File: src/rtl/core/pfx_pkg.sv
// Package for the postfix expression evaluator: character codes, stack sizing,
// the command format between front and back, status codes and state types.
// No dependencies.
package pfx_pkg;

	localparam int STACK_DEPTH = 32;
	localparam int CNT_W       = $clog2(STACK_DEPTH + 1);
	localparam int ADDR_W      = $clog2(STACK_DEPTH);
	localparam int FIFO_DEPTH  = 4;
	localparam int FIFO_PTR_W  = $clog2(FIFO_DEPTH);

	localparam logic [7:0] CH_ZERO  = 8'h30;
	localparam logic [7:0] CH_NINE  = 8'h39;
	localparam logic [7:0] CH_PLUS  = 8'h2B;
	localparam logic [7:0] CH_MINUS = 8'h2D;
	localparam logic [7:0] CH_STAR  = 8'h2A;
	localparam logic [7:0] CH_SLASH = 8'h2F;

	typedef enum logic [2:0] {
		OP_NONE,
		OP_ADD,
		OP_SUB,
		OP_MUL,
		OP_DIV
	} op_t;

	typedef enum logic [1:0] {
		ST_OK        = 2'd0,
		ST_UNDERFLOW = 2'd1,
		ST_DIVZERO   = 2'd2,
		ST_OVERFLOW  = 2'd3
	} status_t;

	// One command per character that is not a digit or that ends the
	// expression. The back end applies push, then op, then finish.
	typedef struct packed {
		logic        push;
		logic [31:0] num;
		op_t         op;
		logic        fin;
	} cmd_t;

	typedef struct packed {
		logic        start;
		logic [31:0] dividend;
		logic [31:0] divisor;
	} div_req_t;

	typedef struct packed {
		logic        done;
		logic [31:0] quotient;
	} div_rsp_t;

	typedef enum logic [2:0] {
		BK_IDLE,
		BK_PUSH,
		BK_OPRD,
		BK_OPEX,
		BK_DIV,
		BK_FIN
	} back_state_t;

endpackage

File: src/rtl/core/pfx_in_if.sv
// Input channel of the evaluator: one character per transaction.
// No dependencies.
interface pfx_in_if;
	logic       valid;
	logic       ready;
	logic [7:0] ch;
	logic       last;

	modport source (output valid, output ch, output last, input ready);
	modport sink (input valid, input ch, input last, output ready);
endinterface

File: src/rtl/core/pfx_out_if.sv
// Output channel of the evaluator: one result per expression.
// No dependencies.
interface pfx_out_if;
	logic               valid;
	logic               ready;
	logic signed [31:0] value;
	logic [1:0]         status;

	modport source (output valid, output value, output status, input ready);
	modport sink (input valid, input value, input status, output ready);
endinterface

File: src/rtl/core/pfx_front.sv
// Front end: accepts characters, builds decimal numbers and turns each
// non-digit or last character into a stack command. Depends on pfx_pkg, pfx_in_if.
module pfx_front (
	input  logic           clk,
	input  logic           arst_n,
	pfx_in_if.sink         in_chan,
	input  logic           fifo_full,
	output logic           fifo_push,
	output pfx_pkg::cmd_t  fifo_cmd
);
	import pfx_pkg::*;

	logic [31:0] acc_q;
	logic        in_num_q;
	logic        is_digit;
	logic [3:0]  digit;
	logic [31:0] acc_next;
	logic        accept;
	op_t         op;

	assign in_chan.ready = !fifo_full;
	assign accept        = in_chan.valid && in_chan.ready;

	always_comb begin
		is_digit = (in_chan.ch >= CH_ZERO) && (in_chan.ch <= CH_NINE);
		digit    = 4'(in_chan.ch - CH_ZERO);
		acc_next = (acc_q << 3) + (acc_q << 1) + {28'd0, digit};
		case (in_chan.ch)
			CH_PLUS:  op = OP_ADD;
			CH_MINUS: op = OP_SUB;
			CH_STAR:  op = OP_MUL;
			CH_SLASH: op = OP_DIV;
			default:  op = OP_NONE;
		endcase
	end

	// A digit that is not last only feeds the accumulator; everything else
	// produces one command.
	always_comb begin
		fifo_push    = accept && (!is_digit || in_chan.last);
		fifo_cmd.fin = in_chan.last;
		if (is_digit) begin
			fifo_cmd.push = 1'b1;
			fifo_cmd.num  = acc_next;
			fifo_cmd.op   = OP_NONE;
		end else begin
			fifo_cmd.push = in_num_q;
			fifo_cmd.num  = acc_q;
			fifo_cmd.op   = op;
		end
	end

	always_ff @(posedge clk or negedge arst_n) begin
		if (!arst_n) begin
			acc_q    <= '0;
			in_num_q <= 1'b0;
		end else if (accept) begin
			if (is_digit && !in_chan.last) begin
				acc_q    <= acc_next;
				in_num_q <= 1'b1;
			end else begin
				acc_q    <= '0;
				in_num_q <= 1'b0;
			end
		end
	end

endmodule

File: src/rtl/core/pfx_cmd_fifo.sv
// Short command queue between the front and back ends.
// Depends on pfx_pkg.
module pfx_cmd_fifo (
	input  logic           clk,
	input  logic           arst_n,
	input  logic           push,
	input  pfx_pkg::cmd_t  wdata,
	input  logic           pop,
	output pfx_pkg::cmd_t  rdata,
	output logic           full,
	output logic           empty
);
	import pfx_pkg::*;

	cmd_t                  entry_q [FIFO_DEPTH];
	logic [FIFO_PTR_W-1:0] wr_ptr_q;
	logic [FIFO_PTR_W-1:0] rd_ptr_q;
	logic [FIFO_PTR_W:0]   fill_q;

	assign full  = (fill_q == (FIFO_PTR_W + 1)'(FIFO_DEPTH));
	assign empty = (fill_q == '0);
	assign rdata = entry_q[rd_ptr_q];

	always_ff @(posedge clk) begin
		if (push && !full) begin
			entry_q[wr_ptr_q] <= wdata;
		end
	end

	always_ff @(posedge clk or negedge arst_n) begin
		if (!arst_n) begin
			wr_ptr_q <= '0;
			rd_ptr_q <= '0;
			fill_q   <= '0;
		end else begin
			if (push && !full) begin
				wr_ptr_q <= wr_ptr_q + FIFO_PTR_W'(1);
			end
			if (pop && !empty) begin
				rd_ptr_q <= rd_ptr_q + FIFO_PTR_W'(1);
			end
			if ((push && !full) && !(pop && !empty)) begin
				fill_q <= fill_q + (FIFO_PTR_W + 1)'(1);
			end else if (!(push && !full) && (pop && !empty)) begin
				fill_q <= fill_q - (FIFO_PTR_W + 1)'(1);
			end
		end
	end

endmodule

File: src/rtl/core/pfx_divider.sv
// Iterative signed 32-bit divider, truncating toward zero, one quotient bit
// per cycle. Depends on pfx_pkg.
module pfx_divider (
	input  logic               clk,
	input  logic               arst_n,
	input  pfx_pkg::div_req_t  req,
	output pfx_pkg::div_rsp_t  rsp
);
	import pfx_pkg::*;

	logic        busy_q;
	logic        done_q;
	logic [4:0]  cnt_q;
	logic [31:0] rem_q;
	logic [31:0] quo_q;
	logic [31:0] dvs_q;
	logic        neg_q;
	logic [32:0] trial;

	assign trial        = {rem_q, quo_q[31]} - {1'b0, dvs_q};
	assign rsp.done     = done_q;
	assign rsp.quotient = neg_q ? (32'd0 - quo_q) : quo_q;

	always_ff @(posedge clk) begin
		if (req.start) begin
			rem_q <= '0;
			quo_q <= req.dividend[31] ? (32'd0 - req.dividend) : req.dividend;
			dvs_q <= req.divisor[31] ? (32'd0 - req.divisor) : req.divisor;
			neg_q <= req.dividend[31] ^ req.divisor[31];
		end else if (busy_q) begin
			if (!trial[32]) begin
				rem_q <= trial[31:0];
				quo_q <= {quo_q[30:0], 1'b1};
			end else begin
				rem_q <= {rem_q[30:0], quo_q[31]};
				quo_q <= {quo_q[30:0], 1'b0};
			end
		end
	end

	always_ff @(posedge clk or negedge arst_n) begin
		if (!arst_n) begin
			busy_q <= 1'b0;
			done_q <= 1'b0;
			cnt_q  <= '0;
		end else begin
			done_q <= busy_q && (cnt_q == '0);
			if (req.start) begin
				busy_q <= 1'b1;
				cnt_q  <= 5'd31;
			end else if (busy_q) begin
				cnt_q <= cnt_q - 5'd1;
				if (cnt_q == '0) begin
					busy_q <= 1'b0;
				end
			end
		end
	end

endmodule

File: src/rtl/core/pfx_back.sv
// Back end: executes stack commands against the value stack, runs the
// divider and holds the result register. Depends on pfx_pkg, pfx_out_if,
// pfx_divider.
module pfx_back (
	input  logic           clk,
	input  logic           arst_n,
	input  pfx_pkg::cmd_t  fifo_cmd,
	input  logic           fifo_empty,
	output logic           fifo_pop,
	pfx_out_if.source      out_chan
);
	import pfx_pkg::*;

	back_state_t        state_q;
	back_state_t        state_d;
	cmd_t               cmd_q;
	logic [CNT_W-1:0]   count_q;
	logic [CNT_W-1:0]   count_d;
	logic [31:0]        tos_q;
	logic [31:0]        tos_d;
	logic [31:0]        rd_q;
	status_t            err_q;
	status_t            err_d;
	logic [31:0]        mem [STACK_DEPTH];
	logic               mem_we;
	logic               rd_en;
	logic [CNT_W-1:0]   wr_idx;
	logic [CNT_W-1:0]   rd_idx;
	logic               out_load;
	logic               out_valid_q;
	logic [31:0]        out_value_q;
	status_t            out_status_q;
	back_state_t        after_push;
	back_state_t        after_op;
	div_req_t           div_req;
	div_rsp_t           div_rsp;

	pfx_divider u_div (
		.clk    (clk),
		.arst_n (arst_n),
		.req    (div_req),
		.rsp    (div_rsp)
	);

	assign wr_idx           = count_q - CNT_W'(1);
	assign rd_idx           = count_q - CNT_W'(2);

	assign out_chan.valid  = out_valid_q;
	assign out_chan.value  = out_value_q;
	assign out_chan.status = out_status_q;

	always_comb begin
		after_op   = cmd_q.fin ? BK_FIN : BK_IDLE;
		after_push = (cmd_q.op != OP_NONE) ? BK_OPRD : after_op;
	end

	always_comb begin
		state_d          = state_q;
		count_d          = count_q;
		tos_d            = tos_q;
		err_d            = err_q;
		fifo_pop         = 1'b0;
		mem_we           = 1'b0;
		rd_en            = 1'b0;
		div_req.start    = 1'b0;
		div_req.dividend = rd_q;
		div_req.divisor  = tos_q;
		out_load         = 1'b0;
		case (state_q)
			BK_IDLE: begin
				if (!fifo_empty) begin
					fifo_pop = 1'b1;
					state_d  = BK_PUSH;
				end
			end
			BK_PUSH: begin
				if (cmd_q.push && (err_q == ST_OK)) begin
					if (count_q == CNT_W'(STACK_DEPTH)) begin
						err_d = ST_OVERFLOW;
					end else begin
						// The old top moves into the memory; the new value stays in tos_q.
						mem_we  = (count_q != '0);
						tos_d   = cmd_q.num;
						count_d = count_q + CNT_W'(1);
					end
				end
				state_d = after_push;
			end
			BK_OPRD: begin
				if (err_q != ST_OK) begin
					state_d = after_op;
				end else if (count_q < CNT_W'(2)) begin
					err_d   = ST_UNDERFLOW;
					state_d = after_op;
				end else begin
					rd_en   = 1'b1;
					state_d = BK_OPEX;
				end
			end
			BK_OPEX: begin
				state_d = after_op;
				case (cmd_q.op)
					OP_ADD: begin
						tos_d   = rd_q + tos_q;
						count_d = count_q - CNT_W'(1);
					end
					OP_SUB: begin
						tos_d   = rd_q - tos_q;
						count_d = count_q - CNT_W'(1);
					end
					OP_MUL: begin
						tos_d   = 32'(rd_q * tos_q);
						count_d = count_q - CNT_W'(1);
					end
					OP_DIV: begin
						if (tos_q == '0) begin
							err_d   = ST_DIVZERO;
							count_d = count_q - CNT_W'(2);
						end else begin
							div_req.start = 1'b1;
							state_d       = BK_DIV;
						end
					end
					default: begin
						state_d = after_op;
					end
				endcase
			end
			BK_DIV: begin
				if (div_rsp.done) begin
					tos_d   = div_rsp.quotient;
					count_d = count_q - CNT_W'(1);
					state_d = after_op;
				end
			end
			BK_FIN: begin
				if (!out_valid_q || out_chan.ready) begin
					out_load = 1'b1;
					count_d  = '0;
					err_d    = ST_OK;
					state_d  = BK_IDLE;
				end
			end
			default: begin
				state_d = BK_IDLE;
			end
		endcase
	end

	always_ff @(posedge clk or negedge arst_n) begin
		if (!arst_n) begin
			state_q <= BK_IDLE;
		end else begin
			state_q <= state_d;
		end
	end

	always_ff @(posedge clk or negedge arst_n) begin
		if (!arst_n) begin
			count_q     <= '0;
			err_q       <= ST_OK;
			out_valid_q <= 1'b0;
		end else begin
			count_q <= count_d;
			err_q   <= err_d;
			if (out_load) begin
				out_valid_q <= 1'b1;
			end else if (out_chan.ready) begin
				out_valid_q <= 1'b0;
			end
		end
	end

	always_ff @(posedge clk) begin
		tos_q <= tos_d;
		if (fifo_pop) begin
			cmd_q <= fifo_cmd;
		end
		if (out_load) begin
			if (err_q != ST_OK) begin
				out_status_q <= err_q;
				out_value_q  <= '0;
			end else if (count_q == '0) begin
				out_status_q <= ST_UNDERFLOW;
				out_value_q  <= '0;
			end else begin
				out_status_q <= ST_OK;
				out_value_q  <= tos_q;
			end
		end
	end

	always_ff @(posedge clk) begin
		if (mem_we) begin
			mem[wr_idx[ADDR_W-1:0]] <= tos_q;
		end
		if (rd_en) begin
			rd_q <= mem[rd_idx[ADDR_W-1:0]];
		end
	end

endmodule

File: src/rtl/core/postfix_expression_evaluator.sv
// Postfix expression evaluator, top level. A digit that is not last only feeds
// the number accumulator. Other characters pass a 4-entry command queue to the
// stack engine, which takes one command at a time and runs '/' through the
// one-bit-per-cycle divider. Characters are accepted while the queue is not full.
// Reset clears the stack count, number accumulator, error status, queue fill
// and result valid flag; stack contents and the result value are not cleared.
module postfix_expression_evaluator (
	input  logic       clk,
	input  logic       arst_n,
	pfx_in_if.sink     in_chan,
	pfx_out_if.source  out_chan
);
	import pfx_pkg::*;

	logic fifo_push;
	logic fifo_pop;
	logic fifo_full;
	logic fifo_empty;
	cmd_t front_cmd;
	cmd_t back_cmd;

	pfx_front u_front (
		.clk       (clk),
		.arst_n    (arst_n),
		.in_chan   (in_chan),
		.fifo_full (fifo_full),
		.fifo_push (fifo_push),
		.fifo_cmd  (front_cmd)
	);

	pfx_cmd_fifo u_fifo (
		.clk    (clk),
		.arst_n (arst_n),
		.push   (fifo_push),
		.wdata  (front_cmd),
		.pop    (fifo_pop),
		.rdata  (back_cmd),
		.full   (fifo_full),
		.empty  (fifo_empty)
	);

	pfx_back u_back (
		.clk        (clk),
		.arst_n     (arst_n),
		.fifo_cmd   (back_cmd),
		.fifo_empty (fifo_empty),
		.fifo_pop   (fifo_pop),
		.out_chan   (out_chan)
	);

	// Any error result carries a zero value.
	a_err_value_zero: assert property (@(posedge clk) disable iff (!arst_n)
		(out_chan.valid && (out_chan.status != ST_OK)) |-> (out_chan.value == 32'd0))
		else $error("error result with nonzero value");

	// The front end never writes a full queue.
	a_no_push_full: assert property (@(posedge clk) disable iff (!arst_n)
		fifo_push |-> !fifo_full)
		else $error("command pushed into full queue");

	// The back end never reads an empty queue.
	a_no_pop_empty: assert property (@(posedge clk) disable iff (!arst_n)
		fifo_pop |-> !fifo_empty)
		else $error("command popped from empty queue");

endmodule

File: src/flat_wrapper.sv
// flat-port wrapper written by rule: the top's interface ports become plain ports
module postfix_expression_evaluator_flat import pfx_pkg::*;
  (clk, arst_n, in_chan_valid, in_chan_ch, in_chan_last, in_chan_ready, out_chan_valid, out_chan_value, out_chan_status, out_chan_ready);
  pfx_in_if in_chan_i ();
  pfx_out_if out_chan_i ();
  input  logic clk;
  input  logic arst_n;
  input wire logic [$bits(in_chan_i.valid)-1:0] in_chan_valid;
  input wire logic [$bits(in_chan_i.ch)-1:0] in_chan_ch;
  input wire logic [$bits(in_chan_i.last)-1:0] in_chan_last;
  output wire logic [$bits(in_chan_i.ready)-1:0] in_chan_ready;
  output wire logic [$bits(out_chan_i.valid)-1:0] out_chan_valid;
  output wire logic [$bits(out_chan_i.value)-1:0] out_chan_value;
  output wire logic [$bits(out_chan_i.status)-1:0] out_chan_status;
  input wire logic [$bits(out_chan_i.ready)-1:0] out_chan_ready;
  assign in_chan_i.valid = in_chan_valid;
  assign in_chan_i.ch = in_chan_ch;
  assign in_chan_i.last = in_chan_last;
  assign in_chan_ready = in_chan_i.ready;
  assign out_chan_valid = out_chan_i.valid;
  assign out_chan_value = out_chan_i.value;
  assign out_chan_status = out_chan_i.status;
  assign out_chan_i.ready = out_chan_ready;
  postfix_expression_evaluator u_core (.clk(clk), .arst_n(arst_n), .in_chan(in_chan_i), .out_chan(out_chan_i));
endmodule
File: config.mk
export PLATFORM = sky130hd
export DESIGN_NAME = postfix_expression_evaluator_flat
export DESIGN_NICKNAME = d
export VERILOG_FILES = /design/src/rtl/core/pfx_pkg.sv /design/src/rtl/core/pfx_in_if.sv /design/src/rtl/core/pfx_out_if.sv /design/src/rtl/core/pfx_front.sv /design/src/rtl/core/pfx_cmd_fifo.sv /design/src/rtl/core/pfx_divider.sv /design/src/rtl/core/pfx_back.sv /design/src/rtl/core/postfix_expression_evaluator.sv /design/src/flat_wrapper.sv
export SDC_FILE = /design/constraint.sdc
export NUM_CORES = 2
export LEC_CHECK = 0
export BUFFER_PORTS_ARGS = -buffer_cell sky130_fd_sc_hd__buf_2
export CAP_MARGIN = 10
export CORE_UTILIZATION = 56
export DETAILED_ROUTE_END_ITERATION = 7
export GPL_ROUTABILITY_DRIVEN = 0
export PLACE_DENSITY = 0.72
export SKIP_CTS_REPAIR_TIMING = 1
export SYNTH_ARGS = -nofsm -noshare
export SYNTH_HDL_FRONTEND = slang
export SYNTH_SLANG_ARGS = --single-unit
File: constraint.sdc
create_clock -name clk -period 18.3 [get_ports clk]
set_input_delay 3.66 -clock clk [delete_from_list [all_inputs] [get_ports clk]]
set_output_delay 3.66 -clock clk [all_outputs]
set_load 0.02 [all_outputs]
==> run metrics <==
Clk pin slew, worst setup/hold paths=0.06 ns; Final Max Slew Viols=0; DP HPWL=123000 um; starting density of the core=56.7%; final period utilization=44.2%; synth warn=0; Crit. End Element=flip-flop; TNS Setup=0 ns; ANT nets after route=0; worst clock skew=0.0560 ns; die area=0.143 mm2; Max Root-Sink Buffers=3; flop2flop setup slack=10.20 ns; #FFs+latches synth=1463; Crit path arrival time=8.62 ns; DR pass1 iterations=6; Die Wd=378 um; clock sinks=1463; largest net degree at the start of global routing=114; initial antenna violation count=3; area occupied by multi-input gates=0.0336 mm2; Final Hold Viols=0; worst hold path class=reg2reg; gr usage total=29.1%; status=complete, no violations; fill count=10200; Chip Height=378 um; drt via density=6.24; highest achievable clock rate=124 MHz; count of standard-cell rows=137; Syn Area/Cell=14.6 um2; Least-Margin Pin Slew=1.10 ns; drc violations=0; critical path type=reg2reg; Clock Latency Late Sink=0.79 ns; CTS Buf Count=146; asr flop ratio synth=4.03%; sequential share of the synthesized area=54.6%; fraction of layout cells with a size suffix above 1=15.5%; critical path peak fanout=43; Post-synth EDFFs=1372; number of max-cap violations=0; Syn Inst Count=5446; Cell variety after synth=80; prevailing post-synth register cell=edfxtp_1; commonest non-fill, non-tap cell in the layout=edfxtp_1; via count=46700; first-pass GRT wire length=303000 um; vias in the first global route=47300; CP Data Required Time=18.82 ns; synthesized area=0.0794 mm2; startpoint types=flip-flop; CTS tree=done; Synth Net Count=6136; Area Overhead vs Synth=9.47%; Setup Viol. Count Final=0; WL final=203000 um; H-tree depth=4; port buffer count=48; most frequent cells in the layout=1372 x edfxtp_1, 451 x inv_1, 430 x nand2_1; Floorplan Core Area=0.140 mm2; root buf cell=clkbuf_16; worst relative slew slack=26.5%; drt first-iter violations=5316; wire per inst=27.2 um; GRT Residual Overflow=0; RSZ-0062 raised after global routing=no; I/O Pins=49; min Tclk post-route=8.10 ns; Net count, final=6169; sequential cell area=0.0433 mm2
## per-layer routing
layer / GRT usage (%) / up-vias / part of all wire, %
met5: 0 / - / 0
met4: 10.1 / 0 / 3.6
met3: 8.07 / 417 / 11
met2: 44.4 / 2393 / 46
met1: 40.4 / 24000 / 40
li1: - / 19900 / -
## worst max-delay path, cell delays in order, from the launching register on
cell and delay (ns):
edfxtp_1 0.78, buf_4 0.58, and2_1 0.24, fa_1 0.41
fa_1 0.52, inv_1 0.05, fa_1 0.47, inv_1 0.05
fa_1 0.40, fa_1 0.47, fa_1 0.63, fa_1 0.45
fa_1 0.50, ha_1 0.37, a21o_1 0.19, a31o_2 0.21
a221o_1 0.31, a21o_1 0.18, a41oi_1 0.24, o21ai_0 0.18
o31ai_1 0.31, xnor2_1 0.17, o211ai_1 0.11
## cell usage after synthesis, types with 39 or more instances
cell type | n | area share, %
ha_1 | 264 | 4.2
a21oi_1 | 130 | 0.82
buf_1 | 39 | 0.18
edfxtp_1 | 1372 | 52
and3_1 | 41 | 0.32
fa_1 | 413 | 10
xor2_1 | 119 | 1.3
xnor2_1 | 177 | 2.0
nor2_1 | 164 | 0.78
nor3_1 | 41 | 0.26
and2_1 | 319 | 2.5
o31ai_1 | 44 | 0.42
mux2_2 | 59 | 0.84
o21ai_0 | 175 | 1.1
dfrtp_1 | 59 | 1.9
mux4_2 | 357 | 10
nand2_1 | 430 | 2.0
inv_1 | 452 | 2.1
clkbuf_1 | 249 | 1.2
## area by class of cell
cell class              instances  share of cell area [%]
diodes                          3                 0.00864
clock inverters                83                   0.919
repair buffers                176                    1.40
flip-flops and latches       1463                    49.9
multi-input cells            3239                    38.7
inverters                     453                    1.96
well taps                    1876                    2.70
clock buffers                 184                    4.48
## logic make-up (layout without fill, tap and decap cells)
group | after synthesis | in the layout | share of synthesized area [%]
flip-flops | 1463 | 1463 | 54.6
AND/OR/NAND/NOR | 1182 | 1182 | 7.46
buffers and inverters | 744 | 896 | 3.52
adder cells (fa/ha/maj) | 677 | 677 | 14.6
AO/OA/AOI/OAI | 632 | 632 | 5.18
multiplexers | 452 | 452 | 11.4
XOR/XNOR | 296 | 296 | 3.27
other | 0 | 3 | 0
## state kept, by name, indices dropped and copies added (netlist names), 5 cells and up
signal,cells
u_core.u_back.cmd_q,37
u_core.u_back.count_q,6
u_core.u_back.mem,1024
u_core.u_back.out_chan.value,32
u_core.u_back.rd_q,32
u_core.u_back.tos_q,32
u_core.u_back.u_div.cnt_q,5
u_core.u_back.u_div.dvs_q,32
u_core.u_back.u_div.quo_q,32
u_core.u_back.u_div.rem_q,32
u_core.u_fifo.entry_q,148
u_core.u_front.acc_q,32
## final timing paths
check | startpoint | end | depth (start not counted)
setup / recovery | u_core.u_back.tos_q[14] | u_core.u_back.tos_q[31] | 22
hold / removal | u_core.u_back.u_div.rem_q[2] | u_core.u_back.u_div.rem_q[2] | 2
setup reg to reg | u_core.u_back.tos_q[14] | u_core.u_back.tos_q[31] | 22
hold reg to reg | u_core.u_back.u_div.rem_q[2] | u_core.u_back.u_div.rem_q[2] | 2
max in group asynchronous | arst_n | u_core.u_back.count_q[1] | 2
min in group asynchronous | arst_n | u_core.u_front.acc_q[5] | 2
## stage by stage
| stage | worst slack (ns) | std cells | utilization, % | hold slack [ns] | cell area (um2) |
|---|---|---|---|---|---|
| after floorplan | 10.63 | 5446 | - | 0.454 | 79400 |
| after global placement | 10.38 | 7207 | 58.7 | 0.482 | 82200 |
| after detailed placement | 10.30 | 7207 | 58.7 | 0.481 | 82200 |
| after CTS | 10.26 | 7474 | 62.0 | 0.508 | 86900 |
| after global routing | 9.92 | 7475 | 62.0 | 0.523 | 86900 |
| final | 10.20 | 7477 | 62.0 | 0.507 | 86900 |
Power is left out: the tool's default activity adds up to more than one toggle a clock period on the data nets, which glitch-free logic cannot reach.
